===== src/rtl/core/bpeg_pkg.sv =====
package bpeg_pkg;

   typedef enum logic [2:0] {
      EV_NONE   = 3'd0,
      EV_CCW    = 3'd1,
      EV_CW     = 3'd2,
      EV_PRESS  = 3'd3,
      EV_DOUBLE = 3'd4
   } event_code_type;

   // Register index, taken from byte address bit 2.
   localparam logic CSR_LONG_PRESS   = 1'b0;
   localparam logic CSR_DOUBLE_CLICK = 1'b1;

   localparam logic [15:0] LONG_PRESS_RESET   = 16'd1000;
   localparam logic [15:0] DOUBLE_CLICK_RESET = 16'd500;

   typedef struct packed {
      logic [15:0] long_press_ticks;
      logic [15:0] double_click_ticks;
   } cfg_type;

   // Key pin levels, 0 means pressed.
   typedef struct packed {
      logic knob_press_level;
      logic select_key_level;
      logic right_key_level;
      logic left_key_level;
   } keys_type;

   typedef struct packed {
      event_code_type event_code;
      logic           save_request;
      logic           param_reset;
   } result_type;

endpackage


===== src/rtl/core/button_press_event_generator_unit.sv =====
// An accepted item is held in the input register and its result is then
// registered in the result register, unless a stall holds it back.
// Throughput: one item per cycle unless rsp_tready stalls a result; the key
// state advances in a single pass from input register to result register.
// While a result waits for rsp_tready, the input register still takes one item.
// Reset is synchronous and active high: it empties both registers, clears
// the hold and window state and loads the register defaults 1000 and 500.
module button_press_event_generator_unit (
   input  logic        clock,
   input  logic        reset,
   input  logic        req_tvalid,
   output logic        req_tready,
   // [0] left_key_level, [1] right_key_level, [2] select_key_level,
   // [3] knob_press_level, [7:4] zero
   input  logic [7:0]  req_tdata,
   output logic        rsp_tvalid,
   input  logic        rsp_tready,
   // [2:0] event_code, [3] save_request, [4] param_reset, [7:5] zero
   output logic [7:0]  rsp_tdata,
   input  logic        csr_psel,
   input  logic        csr_penable,
   input  logic        csr_pwrite,
   input  logic [2:0]  csr_paddr,
   input  logic [31:0] csr_pwdata,
   output logic [31:0] csr_prdata,
   output logic        csr_pready
);
   import bpeg_pkg::*;

   cfg_type    cfg;
   result_type result;

   logic       in_valid_ff, in_valid_in;
   keys_type   in_keys_ff;
   logic       out_valid_ff, out_valid_in;
   result_type out_data_ff;
   logic       in_load, out_load;

   bpeg_csr u_csr (
      .clock       (clock),
      .reset       (reset),
      .csr_psel    (csr_psel),
      .csr_penable (csr_penable),
      .csr_pwrite  (csr_pwrite),
      .csr_paddr   (csr_paddr),
      .csr_pwdata  (csr_pwdata),
      .csr_prdata  (csr_prdata),
      .csr_pready  (csr_pready),
      .cfg         (cfg)
   );

   bpeg_core u_core (
      .clock  (clock),
      .reset  (reset),
      .step   (out_load),
      .keys   (in_keys_ff),
      .cfg    (cfg),
      .result (result)
   );

   assign out_load   = in_valid_ff & (~out_valid_ff | rsp_tready);
   assign req_tready = ~in_valid_ff | out_load;
   assign in_load    = req_tvalid & req_tready;

   assign in_valid_in  = in_load | (in_valid_ff & ~out_load);
   assign out_valid_in = out_load | (out_valid_ff & ~rsp_tready);

   always_ff @(posedge clock) begin
      if (reset) begin
         in_valid_ff  <= 1'b0;
         out_valid_ff <= 1'b0;
      end else begin
         in_valid_ff  <= in_valid_in;
         out_valid_ff <= out_valid_in;
      end
   end

   always_ff @(posedge clock) begin
      if (in_load) begin
         in_keys_ff.left_key_level   <= req_tdata[0];
         in_keys_ff.right_key_level  <= req_tdata[1];
         in_keys_ff.select_key_level <= req_tdata[2];
         in_keys_ff.knob_press_level <= req_tdata[3];
      end
      if (out_load) begin
         out_data_ff <= result;
      end
   end

   assign rsp_tvalid = out_valid_ff;
   assign rsp_tdata  = {3'd0, out_data_ff.param_reset, out_data_ff.save_request,
                        out_data_ff.event_code};

   // An item waiting in the input register must not vanish while the result
   // register is blocked.
   a_in_kept: assert property (@(posedge clock) disable iff (reset)
      (in_valid_ff && !out_load) |=> in_valid_ff)
      else $error("input item dropped while output stalled");

   a_out_filled: assert property (@(posedge clock) disable iff (reset)
      out_load |=> out_valid_ff)
      else $error("result register not valid after load");

   // A save request always comes with a press event, and never with a
   // parameter reset.
   a_save_press: assert property (@(posedge clock) disable iff (reset)
      (out_valid_ff && out_data_ff.save_request) |->
         (out_data_ff.event_code == EV_PRESS && !out_data_ff.param_reset))
      else $error("save request without press event");

endmodule


===== src/rtl/core/bpeg_csr.sv =====
module bpeg_csr (
   input  logic              clock,
   input  logic              reset,
   input  logic              csr_psel,
   input  logic              csr_penable,
   input  logic              csr_pwrite,
   input  logic [2:0]        csr_paddr,
   input  logic [31:0]       csr_pwdata,
   output logic [31:0]       csr_prdata,
   output logic              csr_pready,
   output bpeg_pkg::cfg_type cfg
);
   import bpeg_pkg::*;

   logic [15:0] long_press_ff, long_press_in;
   logic [15:0] double_click_ff, double_click_in;
   logic        wr_en;

   assign csr_pready = 1'b1;
   assign wr_en      = csr_psel & csr_penable & csr_pwrite & csr_pready;

   always_comb begin
      long_press_in   = long_press_ff;
      double_click_in = double_click_ff;
      if (wr_en) begin
         unique case (csr_paddr[2])
            CSR_LONG_PRESS:   long_press_in   = csr_pwdata[15:0];
            CSR_DOUBLE_CLICK: double_click_in = csr_pwdata[15:0];
            default: ;
         endcase
      end
   end

   always_ff @(posedge clock) begin
      if (reset) begin
         long_press_ff   <= LONG_PRESS_RESET;
         double_click_ff <= DOUBLE_CLICK_RESET;
      end else begin
         long_press_ff   <= long_press_in;
         double_click_ff <= double_click_in;
      end
   end

   always_comb begin
      unique case (csr_paddr[2])
         CSR_LONG_PRESS:   csr_prdata = {16'd0, long_press_ff};
         CSR_DOUBLE_CLICK: csr_prdata = {16'd0, double_click_ff};
         default:          csr_prdata = 32'd0;
      endcase
   end

   assign cfg.long_press_ticks   = long_press_ff;
   assign cfg.double_click_ticks = double_click_ff;

endmodule


===== src/rtl/core/bpeg_core.sv =====
module bpeg_core (
   input  logic                 clock,
   input  logic                 reset,
   input  logic                 step,
   input  bpeg_pkg::keys_type   keys,
   input  bpeg_pkg::cfg_type    cfg,
   output bpeg_pkg::result_type result
);
   import bpeg_pkg::*;

   logic        key_held_ff, key_held_in;
   logic [15:0] hold_count_ff, hold_count_in;
   logic [15:0] click_window_ff, click_window_in;
   logic [15:0] window_mid;
   logic [15:0] hold_inc;
   logic        left, right, sel, knob, any;

   assign left     = ~keys.left_key_level;
   assign right    = ~keys.right_key_level;
   assign sel      = ~keys.select_key_level;
   assign knob     = ~keys.knob_press_level;
   assign any      = left | right | sel | knob;
   assign hold_inc = hold_count_ff + 16'd1;

   always_comb begin
      key_held_in         = key_held_ff;
      hold_count_in       = hold_count_ff;
      window_mid          = click_window_ff;
      result.event_code   = EV_NONE;
      result.save_request = 1'b0;
      result.param_reset  = 1'b0;

      if (!key_held_ff && any) begin
         key_held_in = 1'b1;
         if (left) begin
            result.event_code = EV_CCW;
         end else if (right) begin
            result.event_code = EV_CW;
         end else if (sel) begin
            result.event_code = EV_PRESS;
         end else if (click_window_ff != 16'd0) begin
            result.event_code = EV_DOUBLE;
            window_mid        = 16'd0;
         end else begin
            result.event_code = EV_PRESS;
            window_mid        = cfg.double_click_ticks;
         end
      end else if (key_held_ff) begin
         if (left || right) begin
            hold_count_in = hold_inc;
            if (hold_inc > cfg.long_press_ticks) begin
               result.save_request = 1'b1;
               result.event_code   = EV_PRESS;
            end
         end else if (sel) begin
            hold_count_in = hold_inc;
            if (hold_inc == cfg.long_press_ticks) begin
               result.save_request = 1'b1;
               result.event_code   = EV_PRESS;
            end
         end else if (knob) begin
            hold_count_in = hold_inc;
            result.param_reset = (hold_inc == cfg.long_press_ticks);
         end else begin
            key_held_in   = 1'b0;
            hold_count_in = 16'd0;
         end
      end

      // The window counts down on every tick, including the one that opened it.
      if (window_mid != 16'd0) begin
         click_window_in = window_mid - 16'd1;
      end else begin
         click_window_in = 16'd0;
      end
   end

   always_ff @(posedge clock) begin
      if (reset) begin
         key_held_ff     <= 1'b0;
         hold_count_ff   <= 16'd0;
         click_window_ff <= 16'd0;
      end else if (step) begin
         key_held_ff     <= key_held_in;
         hold_count_ff   <= hold_count_in;
         click_window_ff <= click_window_in;
      end
   end

endmodule


===== config.mk =====
export PLATFORM = sky130hd
export DESIGN_NAME = button_press_event_generator_unit
export DESIGN_NICKNAME = d
export VERILOG_FILES = /design/src/rtl/core/bpeg_pkg.sv /design/src/rtl/core/button_press_event_generator_unit.sv /design/src/rtl/core/bpeg_csr.sv /design/src/rtl/core/bpeg_core.sv
export SDC_FILE = /design/constraint.sdc
export NUM_CORES = 1
export LEC_CHECK = 0
export BUFFER_PORTS_ARGS = -buffer_cell sky130_fd_sc_hd__clkbuf_2
export CAP_MARGIN = 15
export CORE_MARGIN = 2
export CORE_UTILIZATION = 56
export DETAILED_ROUTE_END_ITERATION = 6
export PLACE_DENSITY_LB_ADDON = 0.05
export SYNTH_ARGS = -nofsm -noshare
export SYNTH_HDL_FRONTEND = slang
export SYNTH_SLANG_ARGS = --single-unit

===== constraint.sdc =====
create_clock -name clock -period 4.29 [get_ports clock]
set_clock_uncertainty 0.2 [all_clocks]
set_input_delay 0.429 -clock clock [delete_from_list [all_inputs] [get_ports clock]]
set_output_delay 0.429 -clock clock [all_outputs]
set_load 0.01 [all_outputs]

# Yosys cells after proc, flatten, opt, wreduce, memory -nomap -nowiden
# Cells that the tools add are included.
[word_totals] reg_bits=76 in_bits=50 out_inout_bits=43 word_cells=80
[classes] addsub=2 n_lt_le_gt_ge=1 eq_ne=1 muxes=28 bitwise=24 n_reduce_logical=10
[op_table] operator="16-bit two-way mux" n=9
[op_table] operator="32-bit one-hot mux with 2 select lines" n=1
[op_table] operator="16-bit nonzero test" n=2
[op_table] operator="3-bit two-way mux" n=8
[op_table] operator="16-bit by 1-bit adder with 16-bit output, second input constant" n=1
[op_table] operator="16-bit == test" n=1
[op_table] operator="16-bit greater-than comparator" n=1
[op_table] operator="16-bit by 1-bit subtractor with 16-bit output, second input constant" n=1
[op_table] operator="1-bit NOT" n=11
[op_table] operator="1-bit two-way mux" n=8
[op_table] operator="1-bit OR" n=7
[op_table] operator="1-bit AND" n=6
[op_table] operator="5-bit two-way mux" n=1
[op_table] operator="5-bit OR reduction" n=1
[op_table] operator="4-bit two-way mux" n=1
[op_table] operator="2-bit AND reduction" n=2
[op_table] operator="3-bit AND reduction" n=1
[op_table] operator="2-bit OR reduction" n=1
[op_table] operator="1-bit logical AND" n=1
[op_table] operator="1-bit zero test" n=1
[op_table] operator="1-bit logical OR" n=1

# Longest topological paths before layout
[logic_depth] word_depth=8 ltp_mapped=14

# Hierarchy
# From an unflattened synthesis, not the netlist that was laid out.
[hier_totals] hier_cells=580 hier_area_um2=4906.0
[modules_own_cells] module="bpeg_core" instances=1 cells_each=393 area_each_um2=2827.7 seq_area_each_um2=660.6
[modules_own_cells] module="bpeg_csr" instances=1 cells_each=164 area_each_um2=1677.9 seq_area_each_um2=640.6
[modules_own_cells] module="button_press_event_generator_unit" instances=1 cells_each=23 area_each_um2=400.4 seq_area_each_um2=310.3

# Least setup slack after synthesis
# OpenSTA, ideal clock, no wires.
[synth_timing] path_type="register to register" from="register u_core.hold_count_ff[2]" to="register out_data_ff (netlist bit rsp_tdata[1]) (data pin)" arrival_ps=2966 required_ps=3826 path_slack_ps=859 stages_incl_launch_ff=13 path_buffers=0 path_cell_list="dfxtp_1 nand3_1 or4_1 nor2_1 nand3_1 xnor2_1 ha_1 a21o_1 a21o_1 a221oi_1 o211ai_1 a31oi_1 o21ai_0"
[synth_lines] item="from (decl)" line="bpeg_core.sv:12" rtl="logic [15:0] hold_count_ff, hold_count_in;"
[synth_lines] item="from (signal assigned)" line="bpeg_core.sv:85" rtl="hold_count_ff <= hold_count_in;"
[synth_lines] item="to (signal assigned)" line="button_press_event_generator_unit.sv:86" rtl="out_data_ff <= result;"
[synth_lines] item="to (decl)" line="button_press_event_generator_unit.sv:36" rtl="result_type out_data_ff;"

==> impl_metrics.ini <==
[finish]
regArea_sq_um = 1610
antenna_cells = 0
nFillCells = 778
final_nets = 715
multiInputGateArea_sq_um = 2750
post-route-util_pct = 62.8
final_cell_mix = nand2_1, dfxtp_1, nor2_1
final_common_cell = nand2_1
drive_above_1_share_pct = 12.9
layout-area-overhead-vs-synth_pct = 10.1

[placed_design]
hpwl_mm = 8.64
port_buffers = 50
gp_congestion = 0.916

[detailed_routing]
drt_wl_total_mm = 11.8
drc = 0
routed_via_density = 5.96
drtIter0Drc = 229
ant_nets = 0
vias = 4511
first_pass_iters = 5
avgRoutedWirePerCell_microns = 15.6

[clock_tree]
cts_tree = built
clk_path_buf_depth = 2
post_cts_resized = 0
cts-root-buf = clkbuf_8
cts_buffers = 9
path_clk_slew_ps = 80
hold_buffers = 0
clkSinkCount = 76
htreeDepth = 3
insertion_delay_ps = 360
cts_setup_buffers = 0

[sta]
slew_headroom_pct = 44.2
period_share_pct = 90.6
rsz0062_at_grt = no
fin_crit_ps = 3890
max_freq_mhz = 257
setup_viol = 0
tightest_slew_ps = 816
slew_viol_final = 0
final-hold-violation-count = 0
tns_ps = 0

[logic_synthesis]
synth.area.mux_share_pct = 0.890
synth_top_family_by_area = simple AND/OR/NAND/NOR gates
synth_area_sq_um = 4640
synth_flop_cell = dfxtp_1
ys_seq_elements = 76
synth_cells = 607
yosys_warnings = 0
avgSynthCellArea_sq_um = 7.64
synthArstFlopShare_pct = 0
synth_enable_flop_cells = 9
synth-adder-area-share_pct = 4.85
synth-simple-area-share_pct = 26.1
synth_cell_types = 66
seq_area_frac_synth_pct = 34.7
synth_compound_area_share_pct = 21.8
synthXorXnorAreaFrac_pct = 3.96

[global_route]
antenna_found_initial = 0
grt_max_degree = 51
grt_use_total_pct = 27.6
grt_pass1_wl_mm = 19.3
grt_overflow = 0
grt_pass1_vias = 3991

[floorplan]
die-area_sq_um = 9030
initial_core_util_pct = 57.0
ioPinCount = 93
core.rowCount = 33
core_region_area_sq_um = 8130
die_w_microns = 95.0
fp.dieH_microns = 95.0

[critical_path]
path_cells = ha_1 -> nand2_1 -> nor4_1 -> and3_1 -> nand3_1 -> xnor2_1 -> ha_1 -> nand4_1 -> nor2_1 -> and3_1 -> o221ai_1 -> o211ai_1 -> a31oi_1 -> o21ai_0
max_stage_delay_ps = 560
cp-end-kind = flop
worst-r2r-setup-slack_ps = 400
worst_ep_required_time_ps = 4190
crit_path_start_kind = flop
arrival_ps = 3790
cp_max_fo = 6
crit_type = flop to flop
critPathSlowestCell = nor4_1

[power_and_ir_drop]
p_leak_nw = 2.05
ir_worst_vdd_mv = 0.200
power_density_nw_per_um2 = 455

[hold_path]
hp-class = input port to flop

[status]
status = completed

[job]
drv_cap = 0
## cell type report
type                            instances  share of cell area (%)
Multi-Input combinational cell        479                    53.9
Sequential cell                        76                    31.5
Timing Repair Buffer                   59                    6.22
Tap cell                              105                    2.57
Clock buffer                           10                    2.50
Clock inverter                          6                    1.69
Inverter                               22                    1.62
## logic make-up (layout without fill, tap and decap cells)
family,Yosys count,count (layout)
compound gates,161,161
fa+ha+maj,18,18
flops,76,76
mux,4,4
xor+xnor,21,21
other cells,2,20
buf+inv,70,97
simple gates,255,255
## worst max-delay path, delay by kind of cell, from the launching register on
kind,cells,cell delay [ps]
AOI/OAI and AO/OA,4,650
adders and majority gates,2,590
DFF,1,450
xor gates and xnor gates,1,220
and+or+nand+nor,7,1500
## report_power, final
| part | internal, W | switching, W |
|---|---|---|
| Combinational | 0.000338 | 0.000528 |
| Sequential | 0.000777 | 0.0000716 |
| Clock | 0.000328 | 0.000282 |
| Total | 0.00144 | 0.000882 |
## metal layers
layer / track usage, % / wire, microns / up-vias
met5: 0 / 0 / -
met4: 8.94 / 198 / 0
met3: 5.38 / 785 / 19
met2: 44.3 / 5530 / 162
met1: 37.4 / 5300 / 2117
li1: - / - / 2213
## state kept, by name, summed over array words and instances, names as in the netlist
name                    flops
u_csr.long_press_ff        16
rsp_tdata                   5
rsp_tvalid                  1
u_core.key_held_ff          1
u_csr.double_click_ff      16
u_core.hold_count_ff       16
in_valid_ff                 1
in_keys_ff                  4
u_core.click_window_ff     16
## cells in the mapped netlist, types with 7 or more instances
| cell type | n | area share, % |
|---|---|---|
| a22oi_1 | 8 | 1.3 |
| ha_1 | 18 | 4.9 |
| inv_1 | 22 | 1.8 |
| or3_1 | 7 | 0.94 |
| o211ai_1 | 13 | 2.1 |
| nor3_1 | 12 | 1.3 |
| or4_1 | 7 | 1.1 |
| xnor2_1 | 14 | 2.6 |
| nand3_1 | 21 | 2.3 |
| buf_4 | 21 | 3.4 |
| dfxtp_1 | 67 | 29 |
| xor2_1 | 7 | 1.3 |
| a21oi_1 | 47 | 5.1 |
| nor2_1 | 52 | 4.2 |
| a21o_1 | 9 | 1.5 |
| clkbuf_1 | 22 | 1.8 |
| a31oi_1 | 7 | 0.94 |
| nand4_1 | 10 | 1.3 |
| o21ai_0 | 43 | 4.6 |
| nand2_1 | 110 | 8.9 |
| edfxtp_1 | 9 | 5.8 |
## stage by stage
step / power, W / instance area (sq um) / instances / setup WS [ps] / hold WS [ps]
CTS: 0.00232 / 5100 / 756 / 414 / 37.8
detailed placement: 0.00171 / 4890 / 740 / 425 / 248
floorplan: 0.00151 / 4710 / 625 / 859 / 236
global placement: 0.00169 / 4890 / 740 / 516 / 244
finish: 0.00232 / 5110 / 757 / 405 / 47.4
global route: 0.00247 / 5110 / 757 / 19.9 / 25.8
## final timing paths
kind	startpoint	endpoint	depth (start not counted)
max	u_core.hold_count_ff[0]	rsp_tdata[1]	14
min	req_tdata[3]	in_keys_ff[3]	1
max reg2reg	u_core.hold_count_ff[0]	rsp_tdata[1]	14
min reg2reg	u_csr.long_press_ff[13]	u_csr.long_press_ff[13]	2
Power figures use the tool's default switching activity.
